==> config.mk <==
export PLATFORM = sky130hd
export DESIGN_NAME = dead_man_vigilance_controller
export DESIGN_NICKNAME = d
export VERILOG_FILES = /design/src/dmv_pkg.sv /design/src/dmv_cfg_regs.sv /design/src/dmv_mode_fsm.sv /design/src/dead_man_vigilance_controller.sv
export SDC_FILE = /design/constraint.sdc
export NUM_CORES = 1
export LEC_CHECK = 0
export BUFFER_PORTS_ARGS = -buffer_cell sky130_fd_sc_hd__buf_4
export CORE_AREA = 2 2 96 122
export DETAILED_ROUTE_END_ITERATION = 8
export DIE_AREA = 0 0 98 124
export GPL_ROUTABILITY_DRIVEN = 0
export PLACE_DENSITY = 0.76
export SLEW_MARGIN = 20
export SYNTH_ARGS = -nofsm -noshare
export SYNTH_HDL_FRONTEND = slang
export SYNTH_SLANG_ARGS = --single-unit
==> constraint.sdc <==
create_clock -name clk -period 4 [get_ports clk]
set_input_delay 0.8 -clock clk [delete_from_list [all_inputs] [get_ports clk]]
set_output_delay 0.8 -clock clk [all_outputs]
set_load 0.01 [all_outputs]
==> src/dmv_pkg.sv <==
// Shared types and constants for the dead-man vigilance controller.
`timescale 1ns / 1ps

package dmv_pkg;

    localparam int CFG_WIDTH     = 16;
    localparam int ELAPSED_WIDTH = 17;
    localparam int SPEED_WIDTH   = 9;
    localparam int MODE_WIDTH    = 3;
    localparam int APB_DATA_WIDTH = 32;
    localparam int APB_ADDR_WIDTH = 4;

    localparam logic [ELAPSED_WIDTH-1:0] ELAPSED_MAX = '1;

    localparam logic [CFG_WIDTH-1:0] HOLD_START_RESET     = 16'd55000;
    localparam logic [CFG_WIDTH-1:0] RELEASED_START_RESET = 16'd5000;
    localparam logic [CFG_WIDTH-1:0] ALARM_DURATION_RESET = 16'd5000;

    // Register indexes (word address bits of paddr).
    localparam logic [1:0] REG_HOLD_START     = 2'd0;
    localparam logic [1:0] REG_RELEASED_START = 2'd1;
    localparam logic [1:0] REG_ALARM_DURATION = 2'd2;

    typedef enum logic [MODE_WIDTH-1:0] {
        MODE_OFF            = 3'd0,
        MODE_HELD           = 3'd1,
        MODE_HELD_ALARM     = 3'd2,
        MODE_RELEASED       = 3'd3,
        MODE_RELEASED_ALARM = 3'd4,
        MODE_EMERGENCY      = 3'd5
    } mode_t;

    typedef struct packed {
        logic [CFG_WIDTH-1:0] hold_start;
        logic [CFG_WIDTH-1:0] released_start;
        logic [CFG_WIDTH-1:0] alarm_duration;
    } cfg_t;

    typedef struct packed {
        logic [SPEED_WIDTH-1:0] speed_kmh;
        logic                   zone_key_on;
        logic                   pedal_held;
    } tick_t;

    typedef struct packed {
        logic [MODE_WIDTH-1:0] mode;
        logic                  hold_alarm;
        logic                  released_alarm;
        logic                  emergency_brake;
    } result_t;

endpackage

==> src/dmv_cfg_regs.sv <==
// APB configuration registers for the vigilance timing limits.
`timescale 1ns / 1ps

module dmv_cfg_regs (
    input  logic                                clk,
    input  logic                                rst_n,
    input  logic                                psel,
    input  logic                                penable,
    input  logic                                pwrite,
    input  logic [dmv_pkg::APB_ADDR_WIDTH-1:0]  paddr,
    input  logic [dmv_pkg::APB_DATA_WIDTH-1:0]  pwdata,
    output logic [dmv_pkg::APB_DATA_WIDTH-1:0]  prdata,
    output logic                                pready,
    output dmv_pkg::cfg_t                       cfg
);

    dmv_pkg::cfg_t cfg_reg;
    logic [1:0]    index;
    logic          wr_en;
    logic [dmv_pkg::CFG_WIDTH-1:0] rd_value;

    assign pready = 1'b1;
    assign index  = paddr[3:2];
    assign wr_en  = psel && penable && pwrite && pready;
    assign cfg    = cfg_reg;

    always_ff @(posedge clk or negedge rst_n)
    begin
        if (!rst_n)
        begin
            cfg_reg.hold_start     <= dmv_pkg::HOLD_START_RESET;
            cfg_reg.released_start <= dmv_pkg::RELEASED_START_RESET;
            cfg_reg.alarm_duration <= dmv_pkg::ALARM_DURATION_RESET;
        end
        else if (wr_en)
        begin
            case (index)
                dmv_pkg::REG_HOLD_START:
                    cfg_reg.hold_start <= pwdata[dmv_pkg::CFG_WIDTH-1:0];
                dmv_pkg::REG_RELEASED_START:
                    cfg_reg.released_start <= pwdata[dmv_pkg::CFG_WIDTH-1:0];
                dmv_pkg::REG_ALARM_DURATION:
                    cfg_reg.alarm_duration <= pwdata[dmv_pkg::CFG_WIDTH-1:0];
                default:
                    ;
            endcase
        end
    end

    always_comb
    begin
        case (index)
            dmv_pkg::REG_HOLD_START:     rd_value = cfg_reg.hold_start;
            dmv_pkg::REG_RELEASED_START: rd_value = cfg_reg.released_start;
            dmv_pkg::REG_ALARM_DURATION: rd_value = cfg_reg.alarm_duration;
            default:                     rd_value = '0;
        endcase
    end

    assign prdata = {{(dmv_pkg::APB_DATA_WIDTH-dmv_pkg::CFG_WIDTH){1'b0}}, rd_value};

endmodule

==> src/dmv_mode_fsm.sv <==
// Vigilance mode state machine with the elapsed-time counter.
`timescale 1ns / 1ps

module dmv_mode_fsm (
    input  logic              clk,
    input  logic              rst_n,
    input  logic              advance,
    input  dmv_pkg::tick_t    tick,
    input  dmv_pkg::cfg_t     cfg,
    output dmv_pkg::result_t  result
);

    dmv_pkg::mode_t mode_reg, mode_next;
    logic [dmv_pkg::ELAPSED_WIDTH-1:0] elapsed_reg, elapsed_next, elapsed_inc;
    logic [dmv_pkg::ELAPSED_WIDTH-1:0] hold_limit, released_limit, duration_limit;
    logic armed;

    assign armed = (tick.speed_kmh != '0) || tick.zone_key_on;

    // The counter grows before the limit compares, so a limit of N allows N ticks.
    assign elapsed_inc = (elapsed_reg == dmv_pkg::ELAPSED_MAX) ?
                         elapsed_reg : elapsed_reg + 1'b1;

    assign hold_limit     = {1'b0, cfg.hold_start};
    assign released_limit = {1'b0, cfg.released_start};
    assign duration_limit = {1'b0, cfg.alarm_duration};

    always_comb
    begin
        mode_next = mode_reg;
        case (mode_reg)
            dmv_pkg::MODE_OFF:
            begin
                if (armed)
                    mode_next = tick.pedal_held ? dmv_pkg::MODE_HELD : dmv_pkg::MODE_RELEASED;
            end
            dmv_pkg::MODE_HELD:
            begin
                if (!armed)
                    mode_next = dmv_pkg::MODE_OFF;
                else if (elapsed_inc > hold_limit)
                    mode_next = dmv_pkg::MODE_HELD_ALARM;
                else if (!tick.pedal_held)
                    mode_next = dmv_pkg::MODE_RELEASED;
            end
            dmv_pkg::MODE_HELD_ALARM:
            begin
                if (!armed)
                    mode_next = dmv_pkg::MODE_OFF;
                else if (elapsed_inc > duration_limit)
                    mode_next = dmv_pkg::MODE_EMERGENCY;
                else if (!tick.pedal_held)
                    mode_next = dmv_pkg::MODE_RELEASED;
            end
            dmv_pkg::MODE_RELEASED:
            begin
                if (!armed)
                    mode_next = dmv_pkg::MODE_OFF;
                else if (elapsed_inc > released_limit)
                    mode_next = dmv_pkg::MODE_RELEASED_ALARM;
                else if (tick.pedal_held)
                    mode_next = dmv_pkg::MODE_HELD;
            end
            dmv_pkg::MODE_RELEASED_ALARM:
            begin
                if (!armed)
                    mode_next = dmv_pkg::MODE_OFF;
                else if (elapsed_inc > duration_limit)
                    mode_next = dmv_pkg::MODE_EMERGENCY;
                else if (tick.pedal_held)
                    mode_next = dmv_pkg::MODE_HELD;
            end
            default:
                // Emergency is latched until reset.
                mode_next = mode_reg;
        endcase
    end

    assign elapsed_next = (mode_next != mode_reg) ? '0 : elapsed_inc;

    always_ff @(posedge clk or negedge rst_n)
    begin
        if (!rst_n)
        begin
            mode_reg    <= dmv_pkg::MODE_OFF;
            elapsed_reg <= '0;
        end
        else if (advance)
        begin
            mode_reg    <= mode_next;
            elapsed_reg <= elapsed_next;
        end
    end

    // Result fields describe the mode after this tick.
    always_comb
    begin
        result.mode            = mode_next;
        result.hold_alarm      = (mode_next == dmv_pkg::MODE_HELD_ALARM);
        result.released_alarm  = (mode_next == dmv_pkg::MODE_RELEASED_ALARM);
        result.emergency_brake = (mode_next == dmv_pkg::MODE_EMERGENCY);
    end

endmodule

==> src/dead_man_vigilance_controller.sv <==
// Top level of the dead-man vigilance controller.
//
// Usage: send one request per millisecond tick on the input channel
// (in_valid/in_ready) carrying speed_kmh, zone_key_on and pedal_held.
// Each request yields exactly one result on the output channel
// (out_valid/out_ready): mode, hold_alarm, released_alarm, emergency_brake,
// which describe the state after that tick.
// Timing limits are written through the APB port (0x0 hold start,
// 0x4 released start, 0x8 alarm duration); write them only while idle.
// Pipeline: a request is captured in the input register at the edge that accepts
// it and its result moves to the result register, raising out_valid, once the
// result slot is free. Throughput is one request per cycle while out_ready stays
// high; the mode update between the two registers is a single pass of compares.
// A stalled receiver holds the result register; the input register then
// holds one more request and in_ready drops until the result is taken.
// Reset returns the mode to off, clears the elapsed counter and the
// pipeline, and restores the limits to 55000, 5000 and 5000 ms.
`timescale 1ns / 1ps

module dead_man_vigilance_controller (
    input  logic                                clk,
    input  logic                                rst_n,
    input  logic                                in_valid,
    output logic                                in_ready,
    input  logic [dmv_pkg::SPEED_WIDTH-1:0]     speed_kmh,
    input  logic                                zone_key_on,
    input  logic                                pedal_held,
    output logic                                out_valid,
    input  logic                                out_ready,
    output logic [dmv_pkg::MODE_WIDTH-1:0]      mode,
    output logic                                hold_alarm,
    output logic                                released_alarm,
    output logic                                emergency_brake,
    input  logic                                psel,
    input  logic                                penable,
    input  logic                                pwrite,
    input  logic [dmv_pkg::APB_ADDR_WIDTH-1:0]  paddr,
    input  logic [dmv_pkg::APB_DATA_WIDTH-1:0]  pwdata,
    output logic [dmv_pkg::APB_DATA_WIDTH-1:0]  prdata,
    output logic                                pready
);

    dmv_pkg::cfg_t    cfg;
    dmv_pkg::tick_t   tick_reg;
    dmv_pkg::result_t result_comb, result_reg;
    logic in_valid_reg, out_valid_reg, advance;

    // The tick in the input register moves on when the result slot is free.
    assign advance  = in_valid_reg && (!out_valid_reg || out_ready);
    assign in_ready = !in_valid_reg || advance;

    dmv_cfg_regs u_cfg (
        .clk     (clk),
        .rst_n   (rst_n),
        .psel    (psel),
        .penable (penable),
        .pwrite  (pwrite),
        .paddr   (paddr),
        .pwdata  (pwdata),
        .prdata  (prdata),
        .pready  (pready),
        .cfg     (cfg)
    );

    dmv_mode_fsm u_fsm (
        .clk     (clk),
        .rst_n   (rst_n),
        .advance (advance),
        .tick    (tick_reg),
        .cfg     (cfg),
        .result  (result_comb)
    );

    always_ff @(posedge clk or negedge rst_n)
    begin
        if (!rst_n)
        begin
            in_valid_reg  <= 1'b0;
            out_valid_reg <= 1'b0;
        end
        else
        begin
            if (in_ready)
                in_valid_reg <= in_valid;
            if (advance)
                out_valid_reg <= 1'b1;
            else if (out_ready)
                out_valid_reg <= 1'b0;
        end
    end

    always_ff @(posedge clk)
    begin
        if (in_valid && in_ready)
        begin
            tick_reg.speed_kmh   <= speed_kmh;
            tick_reg.zone_key_on <= zone_key_on;
            tick_reg.pedal_held  <= pedal_held;
        end
        if (advance)
            result_reg <= result_comb;
    end

    assign out_valid       = out_valid_reg;
    assign mode            = result_reg.mode;
    assign hold_alarm      = result_reg.hold_alarm;
    assign released_alarm  = result_reg.released_alarm;
    assign emergency_brake = result_reg.emergency_brake;

endmodule

# == Word level (Yosys, flattened, before mapping) ==
# Index checks and enable logic that the tools add are counted.
# word_totals
regBits,87
output_inout_bits,41
word_cells,63
# op_classes
add_sub_neg,1
n_lt_le_gt_ge,3
eq_ne,11
mux,18
reduce_logical,16
# op_table
cell,n
$gt A17 B16 Y1,3
$pmux W16 S3,1
$mux W17,2
$mux W3,11
$add A17 B1 Y17 const B,1
$eq A17 B17 Y1 const B,1
$pmux W3 S5,1
$eq A3 B2 Y1 const B,3
$eq A3 B3 Y1 const B,3
$reduce_bool A9 Y1,1
$reduce_and A2 Y1,3
$logic_and A1 B1 Y1,4
$eq A3 B1 Y1 const B,1
$logic_not A3 Y1,1
$logic_or A1 B1 Y1,3
$ne A3 B3 Y1,1
$eq A2 B1 Y1 const B,1
$eq A2 B2 Y1 const B,1
$logic_not A1 Y1,2
$logic_not A2 Y1,1
$mux W1,2
$mux W2,1
$reduce_bool A2 Y1,1

# == Longest topological paths before layout ==
# Gate-level depths: netlist of run 1.
# depth
depth_word,8
depth_mapped,22
ltp_nobuf,20

# == Cells and area by module ==
# Synthesis of run 1 repeated with hierarchy kept, for this count alone.
# hier_totals
hier_cells,552
hier_area_um2,5743.0
# modules_own_cells
module,n_inst,cells_per_inst,area_each_um2,seq_area_each_um2
dmv_mode_fsm,1,349,2772.7,500.5
dmv_cfg_regs,1,178,2356.0,1224.9
dead_man_vigilance_controller,1,25,614.3,560.5

# == Worst setup path after synthesis of run 1 ==
# Ideal clock, no wire load.
# synth_path
path_type,reg-to-reg
startpoint,register u_fsm.elapsed_reg[0] (netlist bit)
endpoint,register u_fsm.elapsed_reg[4] (netlist bit)
arrival_time_ps,4155
required_time_ps,3874
setup_slack_ps,-281
stages_incl_launch_ff,22
n_path_buf,2
synth_period_minus_slack_ps,4281
path_cell_list,dfrtp_1 -> ha_1 -> nand4_2 -> nor4_4 -> nand2_1 -> nand4_1 -> or2_2 -> clkbuf_1 -> or3_1 -> nand2_1 -> ha_1 -> nand3_1 -> nor2_1 -> nand3_1 -> or4_4 -> a21o_1 -> a211oi_2 -> o21ai_1 -> nand3_1 -> buf_4 -> nor2_4 -> a221o_1
# synth_via
elab_chain_cells,8
word_cells_on_any_way,17
classes_between,1 x add/sub; 3 x order compare; 2 x eq/ne; 11 x mux
# synth_rtl
item,line,text
"start, declared",dmv_mode_fsm.sv:14,"logic [dmv_pkg::ELAPSED_WIDTH-1:0] elapsed_reg, elapsed_next, elapsed_inc;"
"start signal, assigned",dmv_mode_fsm.sv:91,elapsed_reg <= elapsed_next;
$add A17 B1 Y17 / $eq A17 B17 Y1 (equally long branches),"dmv_mode_fsm.sv:22, dmv_mode_fsm.sv:21",
$mux W17 (*),dmv_mode_fsm.sv:21,assign elapsed_inc = (elapsed_reg == dmv_pkg::ELAPSED_MAX) ?
"$gt A17 B16 Y1, on equally long branches",-,
"$mux W3, on equally long branches (2 in series)",-,
$pmux W3 S5,dmv_mode_fsm.sv:31,case (mode_reg)
$ne A3 B3 Y1,dmv_mode_fsm.sv:79,assign elapsed_next = (mode_next != mode_reg) ? '0 : elapsed_inc;
$mux W17 (*),dmv_mode_fsm.sv:79,
# Mark *: on every way between the ends. The rest lies on a longest branch, timed or not.
# A chain may end at the register's enable or synchronous reset.

# == Worst setup path in the final report of run 1 ==
# layout_path
startpoint,register u_fsm.elapsed_reg[1] (netlist bit)
endpoint,register u_fsm.elapsed_reg[11] (netlist bit)
# The elaborated chain is that of the path after synthesis.

==> run metrics, run 1 <==
setup TNS -6756 ps; asr flop ratio synth 80.46%; Total Wirelength 16,130 um; final net count 860; area grow syn2layout 36.99%; sequential share of the synthesized area 40.66%; synth top area cells dfrtp_1 23%, ha_1 11%, edfxtp_1 9.1%; Flop pwr share 32.5%; Initial Util 51.47%; commonest cells after routing, fill and taps aside 145 x buf_4, 90 x nand2_1, 54 x o21ai_0; CP endpoint kind flop; Cells after Synth 622; most common cell after layout, fill and taps aside buf_4; clock period minus worst slack 4388 ps; Design Area, Final 0.007701 mm2; Clock transition at path regs 50 ps; CTS Sinks 87; HP Class reg -> reg; Avg Inst Size Synth 9.038 um2; Setup Viol. Count Final 26; Detailed Route Iter0 Violations 313; share of layout cells above drive strength 1 39.11%; I/O pin total 95; #FFs+latches synth 87; EDFF count, synth 17; total grt overflow 0; failing checks setup timing; Final Cycle Share 109.7%; dpl cell area 0.006684 mm2; CTS HTree Levels 3; cell area after synthesis 0.005622 mm2; Unique masters post-synth 58; post-route worst setup slack -388.4 ps; switching share of power 35.72%; Die H 124 um; hpwl dp 10,350 um; Max Cap Viol 0; cell taking the most area after synthesis dfrtp_1; DR vias/cell 5.781; RSZ-0062 raised after global routing true; vias in the first global route 5,291; status finished with violations; max reg flops 48; Worst-Skew Late Latency 350 ps; CTS Buf Count 9; Hold Crit Depth 1; R2R cell count 20; Peak VDD IR 0.3757 mV; initial antenna violation count 0; port bufs 59; internal power 2528 uW; CP Launch Type flop; slew margin rel. 39.15%; GRT Resource Usage Total 25.59%; first-pass GRT wire length 24,640 um; placed insts 853; number of diodes 0; routed len/inst 17.98 um; DRT antenna net count 0; Vias 5,186; First-pass DRT Iterations 6; number of remaining DRC errors 0; CTS tree yes; Pwr per Cell Area 510.7 mW/mm2; core area 0.01092 mm2; Worst EP arrival 4640 ps; skew final 14.43 ps; Crit Path Max Fanout 5; final-report hold violation count 0; largest net degree at the start of global routing 71; die footprint 0.01215 mm2; share of the synthesized area in the top cell type 22.70%; Setup CP Type reg -> reg; Yosys Warn Count 0; root buffer cell clkbuf_16; Synth Flop Type dfrtp_1; sw power 1405 uW; clock buffer depth 2; Slew Viols, Final 0; CP Data Required Time 4250 ps; Comb power frac 44.7%; Tightest Pin Transition 912.8 ps; Rows 43; clock share of power 22.8%; Leak 0.003594 uW; Die Width 98 um; Max Fclk 0.2279 GHz; Post-Layout Cell Count 897
==> synth_stat cells (8+ instances only) <==
| cell type | n |
|---|---|
| ha_1 | 49 |
| edfxtp_1 | 17 |
| buf_4 | 18 |
| mux2_2 | 18 |
| nand4_1 | 11 |
| inv_1 | 53 |
| dfrtp_1 | 51 |
| clkbuf_1 | 20 |
| a21oi_1 | 21 |
| nand3_1 | 21 |
| nor2_1 | 29 |
| mux2i_1 | 16 |
| o21ai_1 | 15 |
| nand2_1 | 96 |
| dfstp_2 | 19 |
| xnor2_1 | 9 |
| nand2b_1 | 8 |
| nor3_1 | 13 |
| o21ai_0 | 57 |
==> through the flow <==
stage	hold slack, ps	utilization [%]	worst slack, ps	total power [uW]
after floorplan	457.2	-	-16.02	2058
after global placement	468.6	61.20	-257.5	2478
after detailed placement	480.9	61.20	-460.9	2548
after CTS	499.5	67.77	-111.3	3734
after global routing	526.0	70.51	-506.4	4137
final	488.0	70.51	-388.4	3933
==> per-layer routing <==
metal	wire length (um)	vias up	GRT usage, %
met5	0	-	0
met4	761	0	13.28
met3	878	73	4.097
met2	8558	207	47.47
met1	5929	2501	28.25
li1	-	2405	-
==> worst paths after layout <==
kind | start | to | slack (ps)
max | u_fsm.elapsed_reg[1]$_DFFE_PN0P_ | u_fsm.elapsed_reg[11]$_DFFE_PN0P_ | -390
min | in_valid_reg$_DFFE_PN0N_ | out_valid$_DFFE_PN0P_ | 490
max reg2reg | u_fsm.elapsed_reg[1]$_DFFE_PN0P_ | u_fsm.elapsed_reg[11]$_DFFE_PN0P_ | -390
min reg2reg | in_valid_reg$_DFFE_PN0N_ | out_valid$_DFFE_PN0P_ | 490
max in group asynchronous | rst_n | u_fsm.elapsed_reg[5]$_DFFE_PN0P_ | 2770
min in group asynchronous | rst_n | u_cfg.cfg[21]$_DFFE_PN0P_ | 580
==> power groups by stage <==
stage,Combinational (uW),Clock [uW],Sequential [uW]
finish,1760,896,1280
global route,1900,938,1300
CTS,1560,906,1270
detailed placement,1270,0,1280
global placement,1210,0,1270
floorplan,820,0,1240
==> worst max-delay path, cell delays in order (launching register included) <==
cell and delay, ps:
dfrtp_1 390, ha_4 170, nand4_4 100, nor4_4 310, nand2_1 140, nand4_1 120
or2_4 180, nor2_4 40, xor2_1 240, buf_4 190, ha_4 200, nand3_2 90
nor2_2 60, nor4_2 410, o311ai_2 260, a31oi_1 280, nand3_1 150, a32oi_2 270
nand3_4 160, or4_4 440, o211ai_1 90
==> cell type report <==
class / instances / area [um2]
tap: 135 / 168.9
inverter: 53 / 198.9
multi-input combinational: 453 / 3516
clock buffer: 10 / 229.0
timing repair buffer: 153 / 1212
sequential: 87 / 2290
clock inverter: 6 / 86.33
fill: 749 / 3221
==> repair_timing <==
item / 4_1_cts / 5_1_grt
setup endpoints to repair: 26 / 26
gates resized for setup: 42 / 49
hold buffers: 0 / 0
buffers inserted: 22 / 5
cloned: 1 / 0
pin swaps: 17 / 30
==> cells by family (layout without fill, tap and decap cells) <==
| group | count (synthesis) | after routing | share of synthesized area, % |
|---|---|---|---|
| fa+ha+maj | 49 | 49 | 10.91 |
| mux | 34 | 34 | 6.454 |
| compound gates | 132 | 132 | 14.13 |
| buf+inv | 97 | 222 | 7.901 |
| simple gates | 207 | 207 | 17.63 |
| flops | 87 | 87 | 40.66 |
| other cells | 2 | 17 | 0.1336 |
| xor+xnor | 14 | 14 | 2.181 |
(Power assumes the default switching activity.)
==> run 2: changes to the inputs <==
--- a/config.mk
+++ b/config.mk
@@ -11,6 +11,7 @@
 export DIE_AREA = 0 0 98 124
 export GPL_ROUTABILITY_DRIVEN = 0
 export PLACE_DENSITY = 0.76
+export REMOVE_ABC_BUFFERS = 1
 export SLEW_MARGIN = 20
 export SYNTH_ARGS = -nofsm -noshare
 export SYNTH_HDL_FRONTEND = slang
==> run 2 against run 1 <==
The run still ends with setup timing left. Clock-buffer cell count is 3 higher. Flip-flop and latch count stayed put. Maximum frequency decreased by 1.9%. Core utilization is 0.32 points lower. Worst hold slack improved by 26 ps. Combinational power shrank 11%. Register-to-register slack got worse by 80 ps. Clock skew fell by 4.7 ps.
==> run metrics, run 2 (synthesized netlist as in run 1, its figures left out) <==
fill count 715 (was 749); RSZ-0062 raised after global routing true (unchanged); I/O pin total 95 (unchanged); area grow syn2layout 36.37% (was 36.99%); CP max stage cell dfrtp_1 (was or4_4); commonest cells after routing, fill and taps aside 149 x buf_4, 93 x nand2_1, 53 x o21ai_0 (was 145 x buf_4, 90 x nand2_1, 54 x o21ai_0); Final Power 3669 uW (was 3933 uW); critical path startpoint u_fsm.elapsed_reg[5]$_DFFE_PN0P_ (was u_fsm.elapsed_reg[1]$_DFFE_PN0P_); number of diodes 0 (unchanged); Pwr per Cell Area 478.6 mW/mm2 (was 510.7 mW/mm2); post-route worst setup slack -471.2 ps (was -388.4 ps); final net count 866 (was 860); HP Class reg -> reg (unchanged); share of layout cells above drive strength 1 37.89% (was 39.11%); clock buffer depth 2 (unchanged); First-pass DRT Iterations 5 (was 6); number of remaining DRC errors 0 (unchanged); most common cell after layout, fill and taps aside buf_4 (unchanged); Critical Path, Cell by Cell buf_4 -> nand2_1 -> nor2_2 -> nand3_2 -> nor4_4 -> nor2_2 -> and2_4 -> nor2b_4 -> nor2b_4 -> xor2_2 -> buf_4 -> buf_4 -> ha_1 -> nand3_2 -> nor2_1 -> a311o_1 -> a21o_1 -> nand3_2 -> a32oi_2 -> nand3_4 -> buf_6 -> nor3_1 -> a21o_1 (was ha_4 -> nand4_4 -> nor4_4 -> nand2_1 -> nand4_1 -> or2_4 -> nor2_4 -> xor2_1 -> buf_4 -> ha_4 -> nand3_2 -> nor2_2 -> nor4_2 -> o311ai_2 -> a31oi_1 -> nand3_1 -> a32oi_2 -> nand3_4 -> or4_4 -> o211ai_1); die footprint 0.01215 mm2 (unchanged); Max Cap Viol 0 (unchanged); Final Cycle Share 111.8% (was 109.7%); hpwl dp 10,290 um (was 10,350 um); root buffer cell clkbuf_16 (unchanged); CP Launch Type flop (unchanged); status finished with violations (unchanged); Rows 43 (unchanged); Hold Path Origin in_valid_reg$_DFFE_PN0N_ (unchanged); slew margin rel. 34.55% (was 39.15%); failing checks setup timing (unchanged); Clock transition at path regs 60 ps (was 50 ps); total grt overflow 0 (unchanged); Total Wirelength 16,910 um (was 16,130 um); Peak VDD IR 0.4633 mV (was 0.3757 mV); Worst EP arrival 4760 ps (was 4640 ps); final hold slack 513.6 ps (was 488.0 ps); final-report hold violation count 0 (unchanged); CP Data Required Time 4290 ps (was 4250 ps); switching share of power 36.91% (was 35.72%); CTS Buf Count 9 (unchanged); Max Fclk 0.2237 GHz (was 0.2279 GHz); DRT antenna net count 0 (unchanged); internal power 2314 uW (was 2528 uW); vias in the first global route 5,306 (was 5,291); Comb power frac 42.8% (was 44.7%); Initial Util 51.47% (unchanged); area of the multi-input gates 0.003493 mm2 (was 0.003516 mm2); CTS HTree Levels 3 (unchanged); first-pass GRT wire length 24,960 um (was 24,640 um); port bufs 59 (unchanged); GRT Resource Usage Total 26.01% (was 25.59%); FF+latch area 0.002287 mm2 (was 0.002290 mm2); CTS Sinks 87 (unchanged); Vias 5,334 (was 5,186); Crit Path Max Fanout 8 (was 5); max reg flops 48 (unchanged); core area 0.01092 mm2 (unchanged); CTS tree yes (unchanged); sw power 1354 uW (was 1405 uW); clock period minus worst slack 4471 ps (was 4388 ps); Flop pwr share 35.0% (was 32.5%); Leak 0.003620 uW (was 0.003594 uW); Die Width 98 um (unchanged); largest net degree at the start of global routing 71 (unchanged); clock share of power 22.2% (was 22.8%); routed len/inst 18.73 um (was 17.98 um); Die H 124 um (unchanged); DR vias/cell 5.907 (was 5.781); Detailed Route Iter0 Violations 411 (was 313); Setup Viol. Count Final 26 (unchanged); skew final 9.684 ps (was 14.43 ps); Largest stage delay, worst path 380 ps (was 440 ps); dpl cell area 0.006588 mm2 (was 0.006684 mm2); Slew Viols, Final 0 (unchanged); CP endpoint kind flop (unchanged); Setup CP Type reg -> reg (unchanged); initial antenna violation count 0 (unchanged); Hold Buf Count CTS 0 (unchanged); Design Area, Final 0.007666 mm2 (was 0.007701 mm2); Worst-Skew Late Latency 360 ps (was 350 ps); Worst R2R Start u_fsm.elapsed_reg[5]$_DFFE_PN0P_ (was u_fsm.elapsed_reg[1]$_DFFE_PN0P_); Tightest Pin Transition 976.5 ps (was 912.8 ps)
==> run 2: changes by cell type in the layout (fill, tap and decap cells not counted), moves of 4 or more <==
cell / previous run / this run
buf_4: 145 / 149
buf_6: 5 / 10
o21ai_1: 7 / 14
o21ai_2: 11 / 5
xnor2_2: 2 / 6
==> run 2: path summary, 6_finish.rpt <==
check                                                          to  slack, ps  cells past startpoint
min in group asynchronous       u_fsm.elapsed_reg[16]$_DFFE_PN0P_        560                      1
worst max-delay path            u_fsm.elapsed_reg[14]$_DFFE_PN0P_       -470                     23
worst max register to register  u_fsm.elapsed_reg[14]$_DFFE_PN0P_       -470                     23
worst min register to register              out_valid$_DFFE_PN0P_        510                      1
worst min-delay path                        out_valid$_DFFE_PN0P_        510                      1
max in group asynchronous       u_fsm.elapsed_reg[14]$_DFFE_PN0P_       2770                      1
==> run 2: routing by layer <==
metal | up-vias | track usage (%) | share of wire [%] | wire length (um)
li1 | 2427 | - | - | -
met1 | 2553 | 28.79 | 35 | 5980
met2 | 271 | 46.92 | 53 | 8937
met3 | 83 | 3.367 | 6.0 | 1023
met4 | 0 | 17.27 | 5.7 | 972
met5 | - | 0 | 0 | 0
==> run 2: power groups by stage <==
stage / clock network, uW / registers [uW] / logic, uW
CTS: 819 / 1270 / 1390
floorplan: 0 / 1260 / 708
global placement: 0 / 1270 / 1170
detailed placement: 0 / 1280 / 1220
finish: 815 / 1290 / 1570
global route: 863 / 1310 / 1710
==> run 2: layout make-up <==
class,count,share of cell area [%]
Clock buffer,13,3.525
Tap cell,135,2.203
Inverter,53,2.595
Multi-Input combinational cell,453,45.57
Clock inverter,3,0.2122
Timing Repair Buffer,159,16.06
Sequential cell,87,29.84
==> run 2: timing repair <==
item	in CTS	in global routing
resized for setup	55	50
endpoints found under the setup margin	26	26
setup buffers	21	14
pin swaps	41	40
==> run 2: worst max-delay path, delay by kind of cell, from the launching register on <==
| family | cells | cell delay, ps |
|---|---|---|
| AO/OA/AOI/OAI | 4 | 920 |
| XOR/XNOR | 1 | 190 |
| adder cells (fa/ha/maj) | 1 | 320 |
| buffers and inverters | 4 | 580 |
| flip-flops | 1 | 380 |
| AND/OR/NAND/NOR | 13 | 2020 |
==> run 2: metrics by stage <==
stage	setup WS [ps]	TNS (ps)	cells	utilization [%]
2_1_floorplan	-689.7	-7370	593	-
3_3_place_gp	-545.4	-11020	858	60.32
3_5_place_dp	-606.7	-12570	858	60.32
4_1_cts	-267.0	-2371	891	66.61
5_1_grt	-663.1	-12820	903	70.19
6_report	-471.2	-7676	903	70.19
==> run 3: changes to the inputs <==
--- a/config.mk
+++ b/config.mk
@@ -7,12 +7,14 @@
 export LEC_CHECK = 0
 export BUFFER_PORTS_ARGS = -buffer_cell sky130_fd_sc_hd__buf_4
 export CORE_AREA = 2 2 96 122
+export CTS_BUF_LIST = sky130_fd_sc_hd__clkbuf_4 sky130_fd_sc_hd__clkbuf_8 sky130_fd_sc_hd__clkbuf_16
 export DETAILED_ROUTE_END_ITERATION = 8
 export DIE_AREA = 0 0 98 124
 export GPL_ROUTABILITY_DRIVEN = 0
-export PLACE_DENSITY = 0.76
+export PLACE_DENSITY_LB_ADDON = 0.3
 export REMOVE_ABC_BUFFERS = 1
 export SLEW_MARGIN = 20
 export SYNTH_ARGS = -nofsm -noshare
 export SYNTH_HDL_FRONTEND = slang
 export SYNTH_SLANG_ARGS = --single-unit
+export TNS_END_PERCENT = 10
==> run 3 against run 2 <==
Via count fell by 6.0%. Non-clock buffer count fell by 13. Maximum frequency rose by 2.8%. Flip-flop and latch count did not move. First-iteration DRC count fell by 32%. Sequential share of layout area rose by 1.6 points. Sequential power barely moved. Worst hold slack got worse by 11 ps. The flow still finishes with violations (setup timing). Total power fell by 4.3%. Critical path depth fell by 2.
==> run metrics, run 3 (synthesized netlist as in run 1, its figures left out) <==
root buffer cell clkbuf_16 (unchanged); number of remaining DRC errors 0 (unchanged); terminus of the critical flop-to-flop path u_fsm.elapsed_reg[11]$_DFFE_PN0P_ (was u_fsm.elapsed_reg[14]$_DFFE_PN0P_); initial antenna violation count 0 (unchanged); total grt overflow 0 (unchanged); Setup Viol. Count Final 24 (was 26); Pwr per Cell Area 483.3 mW/mm2 (was 478.6 mW/mm2); clock period minus worst slack 4349 ps (was 4471 ps); slew margin rel. 36.74% (was 34.55%); GRT Resource Usage Total 23.70% (was 26.01%); port bufs 59 (unchanged); final hold slack 502.6 ps (was 513.6 ps); FF+latch area 0.002286 mm2 (was 0.002287 mm2); Worst Path Buf+Inv 2 (was 4); end of the worst hold path out_valid$_DFFE_PN0P_ (unchanged); clock buffer depth 2 (unchanged); failing checks setup timing (unchanged); r2r setup slk -350 ps (was -470 ps); most common cell after layout, fill and taps aside buf_4 (unchanged); CP Data Required Time 4260 ps (was 4290 ps); RSZ-0062 raised after global routing true (unchanged); Hold Path Origin in_valid_reg$_DFFE_PN0N_ (unchanged); max reg flops 48 (unchanged); largest net degree at the start of global routing 71 (unchanged); Design Area, Final 0.007268 mm2 (was 0.007666 mm2); Peak VDD IR 0.3842 mV (was 0.4633 mV); CTS Buf Count 9 (unchanged); Rows 43 (unchanged); R2R cell count 21 (was 23); Leak 0.003456 uW (was 0.003620 uW); Tightest Pin Transition 948.8 ps (was 976.5 ps); dpl cell area 0.006558 mm2 (was 0.006588 mm2); status finished with violations (unchanged); area grow syn2layout 29.29% (was 36.37%); DR vias/cell 5.635 (was 5.907); routed len/inst 16.78 um (was 18.73 um); CTS tree yes (unchanged); Total Wirelength 14,930 um (was 16,910 um); CP Launch Type flop (unchanged); post-route worst setup slack -349.3 ps (was -471.2 ps); First-pass DRT Iterations 5 (unchanged); Max Cap Viol 0 (unchanged); Initial Util 51.47% (unchanged); CTS HTree Levels 3 (unchanged); number of diodes 0 (unchanged); Final Cycle Share 108.7% (was 111.8%); I/O pin total 95 (unchanged); Largest stage delay, worst path 400 ps (was 380 ps); skew final 5.156 ps (was 9.684 ps); Worst-Skew Late Latency 350 ps (was 360 ps); Hold Crit Depth 1 (unchanged); area of the multi-input gates 0.003252 mm2 (was 0.003493 mm2); Max Fclk 0.2299 GHz (was 0.2237 GHz); CTS Sinks 87 (unchanged); Detailed Route Iter0 Violations 278 (was 411); CP endpoint kind flop (unchanged); setup TNS -4443 ps (was -7676 ps); Hold Buf Count CTS 0 (unchanged); fill count 853 (was 715); HP Class reg -> reg (unchanged); vias in the first global route 4,912 (was 5,306); Place WS -510.1 ps (was -606.7 ps); commonest cells after routing, fill and taps aside 143 x buf_4, 92 x nand2_1, 55 x o21ai_0 (was 149 x buf_4, 93 x nand2_1, 53 x o21ai_0); first-pass GRT wire length 22,830 um (was 24,960 um); hpwl dp 10,100 um (was 10,290 um); Vias 5,015 (was 5,334); core area 0.01092 mm2 (unchanged); Worst EP arrival 4610 ps (was 4760 ps); die footprint 0.01215 mm2 (unchanged); final net count 853 (was 866); Slew Viols, Final 0 (unchanged); Crit Path Max Fanout 3 (was 8); Worst R2R Start u_fsm.elapsed_reg[1]$_DFFE_PN0P_ (was u_fsm.elapsed_reg[5]$_DFFE_PN0P_); fin util 66.55% (was 70.19%); Die H 124 um (unchanged); Setup CP Type reg -> reg (unchanged); Die Width 98 um (unchanged); share of layout cells above drive strength 1 33.11% (was 37.89%); Top Family by Delay on Critical Path simple AND/OR/NAND/NOR gates (unchanged); Clock transition at path regs 60 ps (about the same); final-report hold violation count 0 (unchanged); DRT antenna net count 0 (unchanged); Critical Path, Cell by Cell ha_4 -> nand4_4 -> nor4_4 -> nor2_1 -> and2_1 -> nor2b_4 -> nand2_1 -> xnor2_1 -> buf_4 -> ha_1 -> a21oi_1 -> nor2_1 -> nor4_2 -> o311ai_2 -> a31oi_2 -> nand3_1 -> a32oi_2 -> nand3_2 -> buf_4 -> or4_4 -> o211ai_1 (was buf_4 -> nand2_1 -> nor2_2 -> nand3_2 -> nor4_4 -> nor2_2 -> and2_4 -> nor2b_4 -> nor2b_4 -> xor2_2 -> buf_4 -> buf_4 -> ha_1 -> nand3_2 -> nor2_1 -> a311o_1 -> a21o_1 -> nand3_2 -> a32oi_2 -> nand3_4 -> buf_6 -> nor3_1 -> a21o_1); CP max stage cell or4_4 (was dfrtp_1)
-- run 3: per-stage QoR --
stage	cells	total power, uW
after floorplan	593	1970
after global placement	854	2456
after detailed placement	854	2509
after CTS	882	3354
after global routing	890	3722
final	890	3513
-- run 3: report_power, final --
group	total [uW]	leakage, uW	internal (uW)	switching, uW
registers	1280	0.00101	1130	150
clock network	752	0.000129	409	344
logic	1480	0.00232	711	773
total	3510	0.00346	2250	1270
-- run 3: cell type report --
cell class | count | share of cell area [%]
Clock buffer | 9 | 3.099
Clock inverter | 7 | 0.4132
Inverter | 53 | 2.737
Multi-Input combinational cell | 453 | 44.74
Sequential cell | 87 | 31.45
Tap cell | 135 | 2.324
Timing Repair Buffer | 146 | 15.23
-- run 3: worst max-delay path by stage --
stage	from	endpoint	slack (ps)	cells past startpoint
floorplan	u_fsm.elapsed_reg[4]$_DFFE_PN0P_	u_fsm.elapsed_reg[11]$_DFFE_PN0P_	-690	20
global placement	u_fsm.elapsed_reg[0]$_DFFE_PN0P_	u_fsm.elapsed_reg[11]$_DFFE_PN0P_	-440	20
detailed placement	u_fsm.elapsed_reg[0]$_DFFE_PN0P_	u_fsm.elapsed_reg[11]$_DFFE_PN0P_	-510	20
CTS	u_fsm.elapsed_reg[6]$_DFFE_PN0P_	u_fsm.elapsed_reg[11]$_DFFE_PN0P_	-280	20
global route	u_fsm.elapsed_reg[1]$_DFFE_PN0P_	u_fsm.elapsed_reg[11]$_DFFE_PN0P_	-520	22
finish	u_fsm.elapsed_reg[1]$_DFFE_PN0P_	u_fsm.elapsed_reg[11]$_DFFE_PN0P_	-350	21
-- run 3: per-layer routing --
layer | GRT usage [%] | wire length, um
met5 | 0 | 0
met4 | 8.333 | 340
met3 | 4.489 | 701
met2 | 44.52 | 8019
met1 | 26.89 | 5871
-- run 3: repair_timing --
action,CTS,global route
pin swaps,26,33
setup buffers,12,8
setup endpoints to repair,26,26
resized for setup,30,33
